===== src/rtl/core/swtb_pkg.sv =====
// Shared types and constants for the symbol weight table builder.
// Depends on nothing; every other file refers to it by scoped names.
package swtb_pkg;

   localparam int AlphabetSizeDefault = 256;
   localparam int CountBitsDefault    = 32;
   localparam int OpcodeBits          = 2;
   localparam int ByteBits            = 8;
   localparam int WeightBits          = 8;
   localparam int LengthBits          = 9;
   localparam int TotalBits           = 32;
   localparam int DivSteps            = 8;
   localparam logic [WeightBits-1:0] WeightFull = 8'hff;

   typedef enum logic [1:0] {
      OP_COUNT = 2'd0,
      OP_READ  = 2'd1,
      OP_CLEAR = 2'd2,
      OP_SPARE = 2'd3
   } opcode_type;

   typedef enum logic [2:0] {
      ST_IDLE,
      ST_CNT_RD,
      ST_CNT_WR,
      ST_SCAN,
      ST_PICK,
      ST_DIV,
      ST_OUT
   } state_type;

   // controller to datapath
   typedef struct packed {
      logic load;
      logic cnt_rd;
      logic cnt_wr;
      logic clear;
      logic scan_start;
      logic scan_run;
      logic div_start;
      logic div_step;
      logic out_load;
   } cmd_type;

   // datapath to controller
   typedef struct packed {
      logic in_range;
      logic scan_done;
      logic found;
      logic div_done;
      logic out_free;
   } status_type;

endpackage


===== src/rtl/core/swtb_ctrl.sv =====
// Sequencing state machine: accepts items and steps the datapath.
// Depends on swtb_pkg.
module swtb_ctrl (
   input  logic                             clock,
   input  logic                             reset,
   input  logic                             req_valid,
   input  logic [swtb_pkg::OpcodeBits-1:0]  req_opcode,
   output logic                             req_ready,
   input  swtb_pkg::status_type             status,
   output swtb_pkg::cmd_type                cmd
);

   swtb_pkg::state_type  state_ff, state_in;
   swtb_pkg::opcode_type op;
   logic                 accept;

   assign op     = swtb_pkg::opcode_type'(req_opcode);
   assign accept = req_valid && req_ready;

   // state register
   always_ff @(posedge clock) begin
      if (reset) begin
         state_ff <= swtb_pkg::ST_IDLE;
      end else begin
         state_ff <= state_in;
      end
   end

   // next state and commands
   always_comb begin
      state_in  = state_ff;
      cmd       = '0;
      req_ready = 1'b0;
      unique case (state_ff)
         swtb_pkg::ST_IDLE: begin
            req_ready = 1'b1;
            if (accept) begin
               cmd.load = 1'b1;
               unique case (op)
                  swtb_pkg::OP_COUNT: begin
                     if (status.in_range) begin
                        state_in = swtb_pkg::ST_CNT_RD;
                     end
                  end
                  swtb_pkg::OP_READ: begin
                     cmd.scan_start = 1'b1;
                     state_in       = swtb_pkg::ST_SCAN;
                  end
                  swtb_pkg::OP_CLEAR: cmd.clear = 1'b1;
                  swtb_pkg::OP_SPARE: ;
               endcase
            end
         end
         swtb_pkg::ST_CNT_RD: begin
            cmd.cnt_rd = 1'b1;
            state_in   = swtb_pkg::ST_CNT_WR;
         end
         swtb_pkg::ST_CNT_WR: begin
            cmd.cnt_wr = 1'b1;
            state_in   = swtb_pkg::ST_IDLE;
         end
         swtb_pkg::ST_SCAN: begin
            cmd.scan_run = 1'b1;
            if (status.scan_done) begin
               state_in = swtb_pkg::ST_PICK;
            end
         end
         swtb_pkg::ST_PICK: begin
            if (status.found) begin
               cmd.div_start = 1'b1;
               state_in      = swtb_pkg::ST_DIV;
            end else begin
               state_in = swtb_pkg::ST_OUT;
            end
         end
         swtb_pkg::ST_DIV: begin
            cmd.div_step = 1'b1;
            if (status.div_done) begin
               state_in = swtb_pkg::ST_OUT;
            end
         end
         swtb_pkg::ST_OUT: begin
            if (status.out_free) begin
               cmd.out_load = 1'b1;
               state_in     = swtb_pkg::ST_IDLE;
            end
         end
         default: state_in = swtb_pkg::ST_IDLE;
      endcase
   end

   a_cmd_onehot: assert property (@(posedge clock) disable iff (reset)
      $onehot0({cmd.cnt_rd, cmd.cnt_wr, cmd.clear, cmd.scan_start, cmd.scan_run,
                cmd.div_start, cmd.div_step, cmd.out_load}))
      else $error("more than one datapath command at once");

   a_count_pair: assert property (@(posedge clock) disable iff (reset)
      cmd.cnt_rd |=> cmd.cnt_wr)
      else $error("count read not followed by its write");

   a_read_scans: assert property (@(posedge clock) disable iff (reset)
      accept && op == swtb_pkg::OP_READ |=> state_ff == swtb_pkg::ST_SCAN)
      else $error("read item did not start a scan");

endmodule


===== config.mk =====
export PLATFORM = sky130hd
export DESIGN_NAME = swtb_ctrl
export DESIGN_NICKNAME = d
export VERILOG_FILES = /design/src/rtl/core/swtb_pkg.sv /design/src/rtl/core/swtb_ctrl.sv
export SDC_FILE = /design/constraint.sdc
export NUM_CORES = 1
export LEC_CHECK = 0
export BUFFER_PORTS_ARGS = -buffer_cell sky130_fd_sc_hd__buf_2
export CAP_MARGIN = 25
export CORE_AREA = 2 2 39 41
export DETAILED_ROUTE_END_ITERATION = 7
export DIE_AREA = 0 0 41 43
export PLACE_DENSITY = 0.61
export SLEW_MARGIN = 20
export SYNTH_ARGS = -nofsm -noshare
export SYNTH_HDL_FRONTEND = slang
export SYNTH_SLANG_ARGS = --single-unit

===== constraint.sdc =====
create_clock -name clock -period 3.15 [get_ports clock]
set_input_delay 0 -clock clock [delete_from_list [all_inputs] [get_ports clock]]
set_output_delay 0 -clock clock [all_outputs]
set_load 0.03 [all_outputs]

# After elaboration in Yosys (flattened, before gate mapping)
# Index checks and enable logic that the tools add are counted.
word_totals:
  memories: 0
  in_bits: 10
  latchBits: 0
  romBits: 0
  mem_bits_rw: 0
  reg_bits: 3
classes:
  n_div: 0
  n_mux: 23
  shifts: 0
  eq_ne: 14
  add_sub_neg: 0
  bitwise: 0
  order_cmp: 0
  reduce_logical: 4
  n_mul: 0
ops:
  columns: ["op", "n"]
  rows:
  - ["$pmux W3 S6", 1]
  - ["$mux W3", 5]
  - ["$mux W1", 13]
  - ["$eq A3 B3 Y1 const B", 3]
  - ["$ne A2 B2 Y1 const B", 4]
  - ["$eq A3 B2 Y1 const B", 2]
  - ["$mux W2", 3]
  - ["$pmux W3 S2", 1]
  - ["$reduce_and A6 Y1", 1]
  - ["$eq A3 B1 Y1 const B", 1]
  - ["$logic_not A3 Y1", 1]
  - ["$ne A3 B1 Y1 const B", 1]
  - ["$ne A3 B3 Y1 const B", 1]
  - ["$eq A2 B1 Y1 const B", 1]
  - ["$eq A2 B2 Y1 const B", 1]
  - ["$logic_not A2 Y1", 1]
  - ["$logic_and A1 B1 Y1", 1]

# Longest topological paths before layout
# Gate-level depths: netlist (run 1).
depth:
  ltp_word: 5
  depth_mapped: 5
  ltp_nobuf: 4

# Worst setup path before layout (run 1)
# No wires, ideal clock.
synth_path:
  path_kind: "register to output"
  start: "register state_ff[0]"
  end: "output port cmd[5] (netlist name)"
  path_slack_ns: 1.396
  stages_incl_launch_ff: 5
  arrival_time_ns: 1.754
  n_path_buf: 1
  path_cell_list: "dfxtp_1 buf_2 nor3_2 nand2_1 nor3_1"
synth_lines:
  columns: ["item", "line", "source"]
  rows:
  - ["from (decl)", "swtb_ctrl.sv:13", "swtb_pkg::state_type state_ff, state_in;"]
  - ["from (signal assigned)", "swtb_ctrl.sv:23", "state_ff <= swtb_pkg::ST_IDLE;"]
  - ["from (signal assigned)", "swtb_ctrl.sv:25", "state_ff <= state_in;"]
  - ["to (decl)", "swtb_ctrl.sv:10", "output swtb_pkg::cmd_type cmd"]

==> flow_metrics.py, run 1 <==
metrics = {
    "run_status": {
        "status": "finished clean",
    },
    "detailed_routing": {
        "wl_per_cell_um": 9.48,
        "drc": 0,
        "wl_um": 749,
        "ant_nets": 0,
        "vias_per_cell": 4.35,
        "dr_total_vias": 344,
        "drt_iter0_drc": 10,
        "drt_first_pass_iters": 4,
    },
    "sta": {
        "max_slew_margin": 0.744,
        "rsz0062_at_grt": "false",
        "min_period_ns": 1.42,
        "worstMarginPinSlew_ns": 0.383,
        "tns_ns": 0,
        "fin_skew_ns": 0.000346,
        "holdWs_ns": 0.0826,
        "drv_slew": 0,
        "hold_viol": 0,
        "fmax_mhz": 706,
        "period_share": 0.450,
        "setup_viol": 0,
    },
    "floorplanning": {
        "num_io_pins": 20,
        "num_rows": 14,
        "die_y_um": 43,
        "die_x_um": 41,
        "die_area_um2": 1760,
        "coreArea_um2": 1380,
        "initial_core_util": 0.222,
    },
    "clocking": {
        "clkTransAtPathRegs_ns": 0.04,
        "numCtsBuffers": 3,
        "htreeDepth": 1,
        "clock_latency_ns": 0.23,
        "cts_num_sinks": 3,
        "cts_root_buf": "clkbuf_4",
        "clockBufferDepth": 2,
        "cts_tree": "yes",
        "cts_setup_buffers": 0,
        "cts-resized-gates": 0,
        "holdBufCountCts": 1,
    },
    "final_layout": {
        "diodes": 0,
        "final_layout_size_suffix_gt1_frac": 0.460,
        "nets": 74,
        "max_flop_register": "state_ff",
        "areaGrowthSynthToFinish_pct": 40.2,
        "utilization": 0.312,
        "largest_register_ffs": 3,
        "reg_top3": "state_ff: 3 flops",
    },
    "synth": {
        "yosysUniqueCellTypes": 24,
        "yosysWarningCount": 0,
        "postSynthCellCount": 42,
        "synth_edf_count": 0,
        "yosysMostFrequentCell": "nor2_1",
        "ys_seq_elements": 3,
        "syn-cell-area_um2": 308,
        "synth_top_area_cell": "dfxtp_1",
        "seq_area_frac_synth": 0.195,
        "synth_area_per_cell_um2": 7.33,
        "async_flop_share": 0,
        "mappedNetlistNets": 52,
        "ys.flop_type": "dfxtp_1",
        "netlist_top_cells_count": "nor2_1, nand2_1, dfxtp_1, nand2b_1",
        "synth.area.top_cells": "dfxtp_1, nor2_1, nand2b_1",
        "netlist.area_leader.share": 0.195,
    },
    "power": {
        "irDropWorstVdd_mv": 0.274,
        "p_leak_uw": 0.000216,
        "cellPowerDensity_nw_per_um2": 809,
    },
    "worst_hold_path": {
        "min_path_cells": 3,
        "hp-class": "in -> reg",
        "hold_end": "state_ff[2]",
        "hold_start": "req_valid",
    },
    "critical_path": {
        "r2r_end": "state_ff[1]",
        "r2r_start": "state_ff[0]",
        "r2r_cells": 4,
        "crit_path_start_kind": "flop",
        "critPathRequiredTime_ns": 3.15,
        "worstPathArrival_ns": 1.42,
        "critPathCaptureType": "primary output",
        "crit_path_max_fanout": 9,
        "r2r_slack_ns": 1.73,
        "worst-setup-path-type": "reg -> out",
    },
    "global_routing": {
        "grt_overflow_total": 0,
        "grtUsageTotal": 0.0942,
        "grt_max_degree": 12,
        "grt_pass1_wl_um": 1120,
        "antenna_found_initial": 0,
        "grt_pass1_vias": 271,
    },
    "placement": {
        "portBuffers": 19,
        "post-dp-hpwl_um": 595,
        "gp_congestion": 0.794,
    },
    "run": {
        "drv_cap": 0,
    },
}
==> routing by layer <==
layer | vias up | track usage | wire length, um
met3 | 0 | 0.0628 | 61
met4 | 0 | 0.0200 | 0
met5 | - | 0 | 0
met1 | 142 | 0.134 | 381
met2 | 15 | 0.116 | 306
li1 | 187 | - | -
==> cell families after synthesis <==
family          Yosys count  synth area share
flops                     3             0.195
compound gates            7             0.203
simple gates             24             0.394
mux                       2            0.0813
buf+inv                   6             0.126
==> cell type report <==
| class | count | area (um^2) |
|---|---|---|
| multi-input cells | 33 | 209 |
| well taps | 16 | 20.0 |
| fillers | 160 | 952 |
| clock buffers | 4 | 26.3 |
| inverters | 3 | 11.3 |
| repair buffers | 20 | 105 |
| flip-flops and latches | 3 | 60.1 |
==> through the flow <==
step                      power, uW  worst slack [ns]  cell area (um^2)  instances
after floorplan                 248              1.40               308         42
after global routing            385              1.59               432         79
after detailed placement        282              1.75               395         74
after global placement          281              1.76               395         74
after CTS                       354              1.73               432         79
final                           349              1.73               432         79
==> worst max path at each step <==
stage | from | cells past startpoint | slack [ns] | endpoint
floorplan | state_ff[0] | 4 | 1.40 | cmd[5]
global placement | state_ff[0] | 4 | 1.76 | state_ff[1]
detailed placement | state_ff[1] | 4 | 1.75 | state_ff[1]
CTS | state_ff[0] | 5 | 1.73 | cmd[4]
global route | state_ff[0] | 5 | 1.59 | cmd[4]
finish | state_ff[0] | 5 | 1.73 | cmd[4]
==> worst max-delay path: stages, from the launching register on <==
cell	delay, ns
dfxtp_1	0.38
nor3_2	0.28
nand2_1	0.10
inv_1	0.07
and3_2	0.16
buf_2	0.18
==> cells in the final DEF (no fill, tap or decap) <==
cell type      count
buf_2             19
nand2b_1           3
nor2b_1            2
and3_2             1
mux2_4             1
nand2_1            4
nor3_2             1
nor2_1             8
nand3_1            1
o21ai_0            1
and3_1             1
clkbuf_1           1
dfxtp_1            3
a311oi_1           2
clkbuf_4           3
o31a_2             1
inv_1              1
nor3_1             2
or2_1              1
a22oi_1            1
mux2i_1            1
dlygate4sd3_1      1
o221ai_2           1
a211oi_1           1
inv_2              2
==> power by group <==
part | switching [uW] | internal, uW
clock | 19.1 | 47.4
combinational | 127 | 78.7
sequential | 27.3 | 50.1
Note: power is estimated with default switching activity, not from simulation.
==> run 2, diff against run 1 <==
PLACE_DENSITY = 0.63   (was 0.61)
clock period = 1.2 ns   (was 3.15 ns; I/O delays follow)
==> run 2 against run 1 <==
Effect of this change: the flow now finishes with violations (negative setup slack); routed wire length up 21%; cell count is 19% higher; global-route usage is 2.9 points higher; via count up 23%; combinational power grew to 4.9 times the previous value; count of clock-buffer cells in the layout unchanged; design area rose by 50%; first-iteration DRC count decreased by 50%; hold slack improved by 0.014 ns; register-to-register slack worse by 1.8 ns; setup slack worse by 1.9 ns.
==> flow_metrics.py, run 2 (synthesis results as in run 1) <==
metrics = {
    "global_routing": {
        "grt_pass1_wl_um": 1500,
        "grt_pass1_vias": 410,
        "grt_max_degree": 7,
        "grt_overflow_total": 0,
        "grtUsageTotal": 0.123,
        "antenna_found_initial": 0,
    },
    "final_layout": {
        "final_design_area_no_fill_um2": 648,
        "final_layout_size_suffix_gt1_frac": 0.718,
        "final_cell_mix": "buf_4, buf_2, nor2_1",
        "largest_register_ffs": 3,
        "areaGrowthSynthToFinish_pct": 111,
        "nets": 89,
        "reg_top3": "state_ff: 3 flops",
        "final_common_cell": "buf_4",
        "diodes": 0,
        "max_flop_register": "state_ff",
    },
    "detailed_routing": {
        "drt_first_pass_iters": 2,
        "drt_iter0_drc": 5,
        "vias_per_cell": 4.51,
        "dr_total_vias": 424,
        "wl_per_cell_um": 9.68,
        "ant_nets": 0,
        "drc": 0,
        "wl_um": 910,
    },
    "critical_path": {
        "critPathRequiredTime_ns": 1.20,
        "r2r_end": "state_ff[1]",
        "startpoint": "state_ff[2]",
        "r2r_slack_ns": -0.10,
        "crit_path_max_fanout": 2,
        "r2r_cells": 5,
        "worstPathArrival_ns": 1.34,
        "r2r_start": "state_ff[0]",
        "worst-setup-path-type": "reg -> out",
        "crit_path_start_kind": "flop",
        "crit_end": "cmd[4]",
        "critPathCaptureType": "primary output",
    },
    "clocking": {
        "htreeDepth": 1,
        "cts_root_buf": "clkbuf_4",
        "clock_latency_ns": 0.23,
        "cts_tree": "yes",
        "clockBufferDepth": 2,
        "cts_num_sinks": 3,
        "numCtsBuffers": 3,
        "clkTransAtPathRegs_ns": 0.04,
    },
    "sta": {
        "max_slew_margin": 0.839,
        "hold_viol": 0,
        "fmax_mhz": 745,
        "drv_slew": 0,
        "holdWs_ns": 0.0969,
        "rsz0062_at_grt": "true",
        "setup_viol": 5,
        "fin_ws_ns": -0.142,
        "fin_skew_ns": 0.00293,
        "min_period_ns": 1.34,
        "worstMarginPinSlew_ns": 0.242,
        "period_share": 1.12,
    },
    "placement": {
        "gp_congestion": 0.830,
        "placed_area_um2": 510,
        "post-dp-hpwl_um": 748,
        "portBuffers": 19,
    },
    "run_status": {
        "status": "finished with violations",
        "violations": "negative setup slack",
    },
    "floorplanning": {
        "die_area_um2": 1760,
        "die_x_um": 41,
        "die_y_um": 43,
        "num_io_pins": 20,
        "coreArea_um2": 1380,
        "num_rows": 14,
        "initial_core_util": 0.222,
    },
    "power": {
        "irDropWorstVdd_mv": 1.10,
        "p_total_uw": 1360,
        "p_leak_uw": 0.000307,
        "cellPowerDensity_nw_per_um2": 2090,
    },
    "run": {
        "drv_cap": 0,
    },
    "worst_hold_path": {
        "hp-class": "in -> reg",
    },
}
-- run 2: cell count changes in the layout (fill, tap and decap cells not counted), sizes merged --
cell | before | now
buf | 19 | 34
-- run 2: stage by stage --
step,instances,utilization,setup TNS [ns],setup WS (ns)
2_1_floorplan,42,-,-0.419,-0.141
3_3_place_gp,85,0.369,-0.0975,-0.0665
3_5_place_dp,85,0.369,-0.179,-0.0986
4_1_cts,93,0.436,-0.427,-0.141
5_1_grt,94,0.468,-0.840,-0.213
6_report,94,0.468,-0.441,-0.142
-- run 2: repair_timing --
| item | CTS | global route |
|---|---|---|
| hold buffers | 1 | 0 |
| setup buffers | 4 | 1 |
| pin swaps | 3 | 3 |
| gates resized for setup | 13 | 14 |
| hold endpoints to repair | 1 | 0 |
| setup endpoints to repair | 9 | 12 |
-- run 2: routing by layer --
layer / wire (um) / GRT usage / part of all wire / vias to the layer above
met4: 0 / 0.0600 / 0 / 0
met5: 0 / 0 / 0 / -
met2: 488 / 0.209 / 0.54 / 15
li1: - / - / - / 219
met1: 379 / 0.132 / 0.42 / 190
met3: 41 / 0.0314 / 0.045 / 0
-- run 2: how the worst min path moves through the flow --
stage | start | endpoint | cells after the start
3_3_place_gp | reset | state_ff[2] | 2
6_report | req_valid | state_ff[2] | 3
5_1_grt | req_valid | state_ff[2] | 3
3_5_place_dp | reset | state_ff[2] | 2
4_1_cts | req_valid | state_ff[2] | 3
2_1_floorplan | req_opcode[0] | cmd[5] | 1
-- run 2: critical path, cell delays in order (launching register included) --
cell and delay [ns]:
dfxtp_4 0.33, buf_6 0.11, nor3_4 0.22, nand2_2 0.09, inv_2 0.06, and3_4 0.17, buf_6 0.12
-- run 2: report_power, final --
part           leakage, uW  switching, uW  internal, uW
registers        0.0000267           36.0           147
logic             0.000265            488           512
clock network    0.0000150           48.2           124
-- run 2: cell type report --
cell class                 count  area [um^2]
fill                         134          736
multi-input combinational     33          263
tap                           16         20.0
clock buffer                   4         26.3
sequential                     3         71.3
timing repair buffer          35          256
inverter                       3         11.3
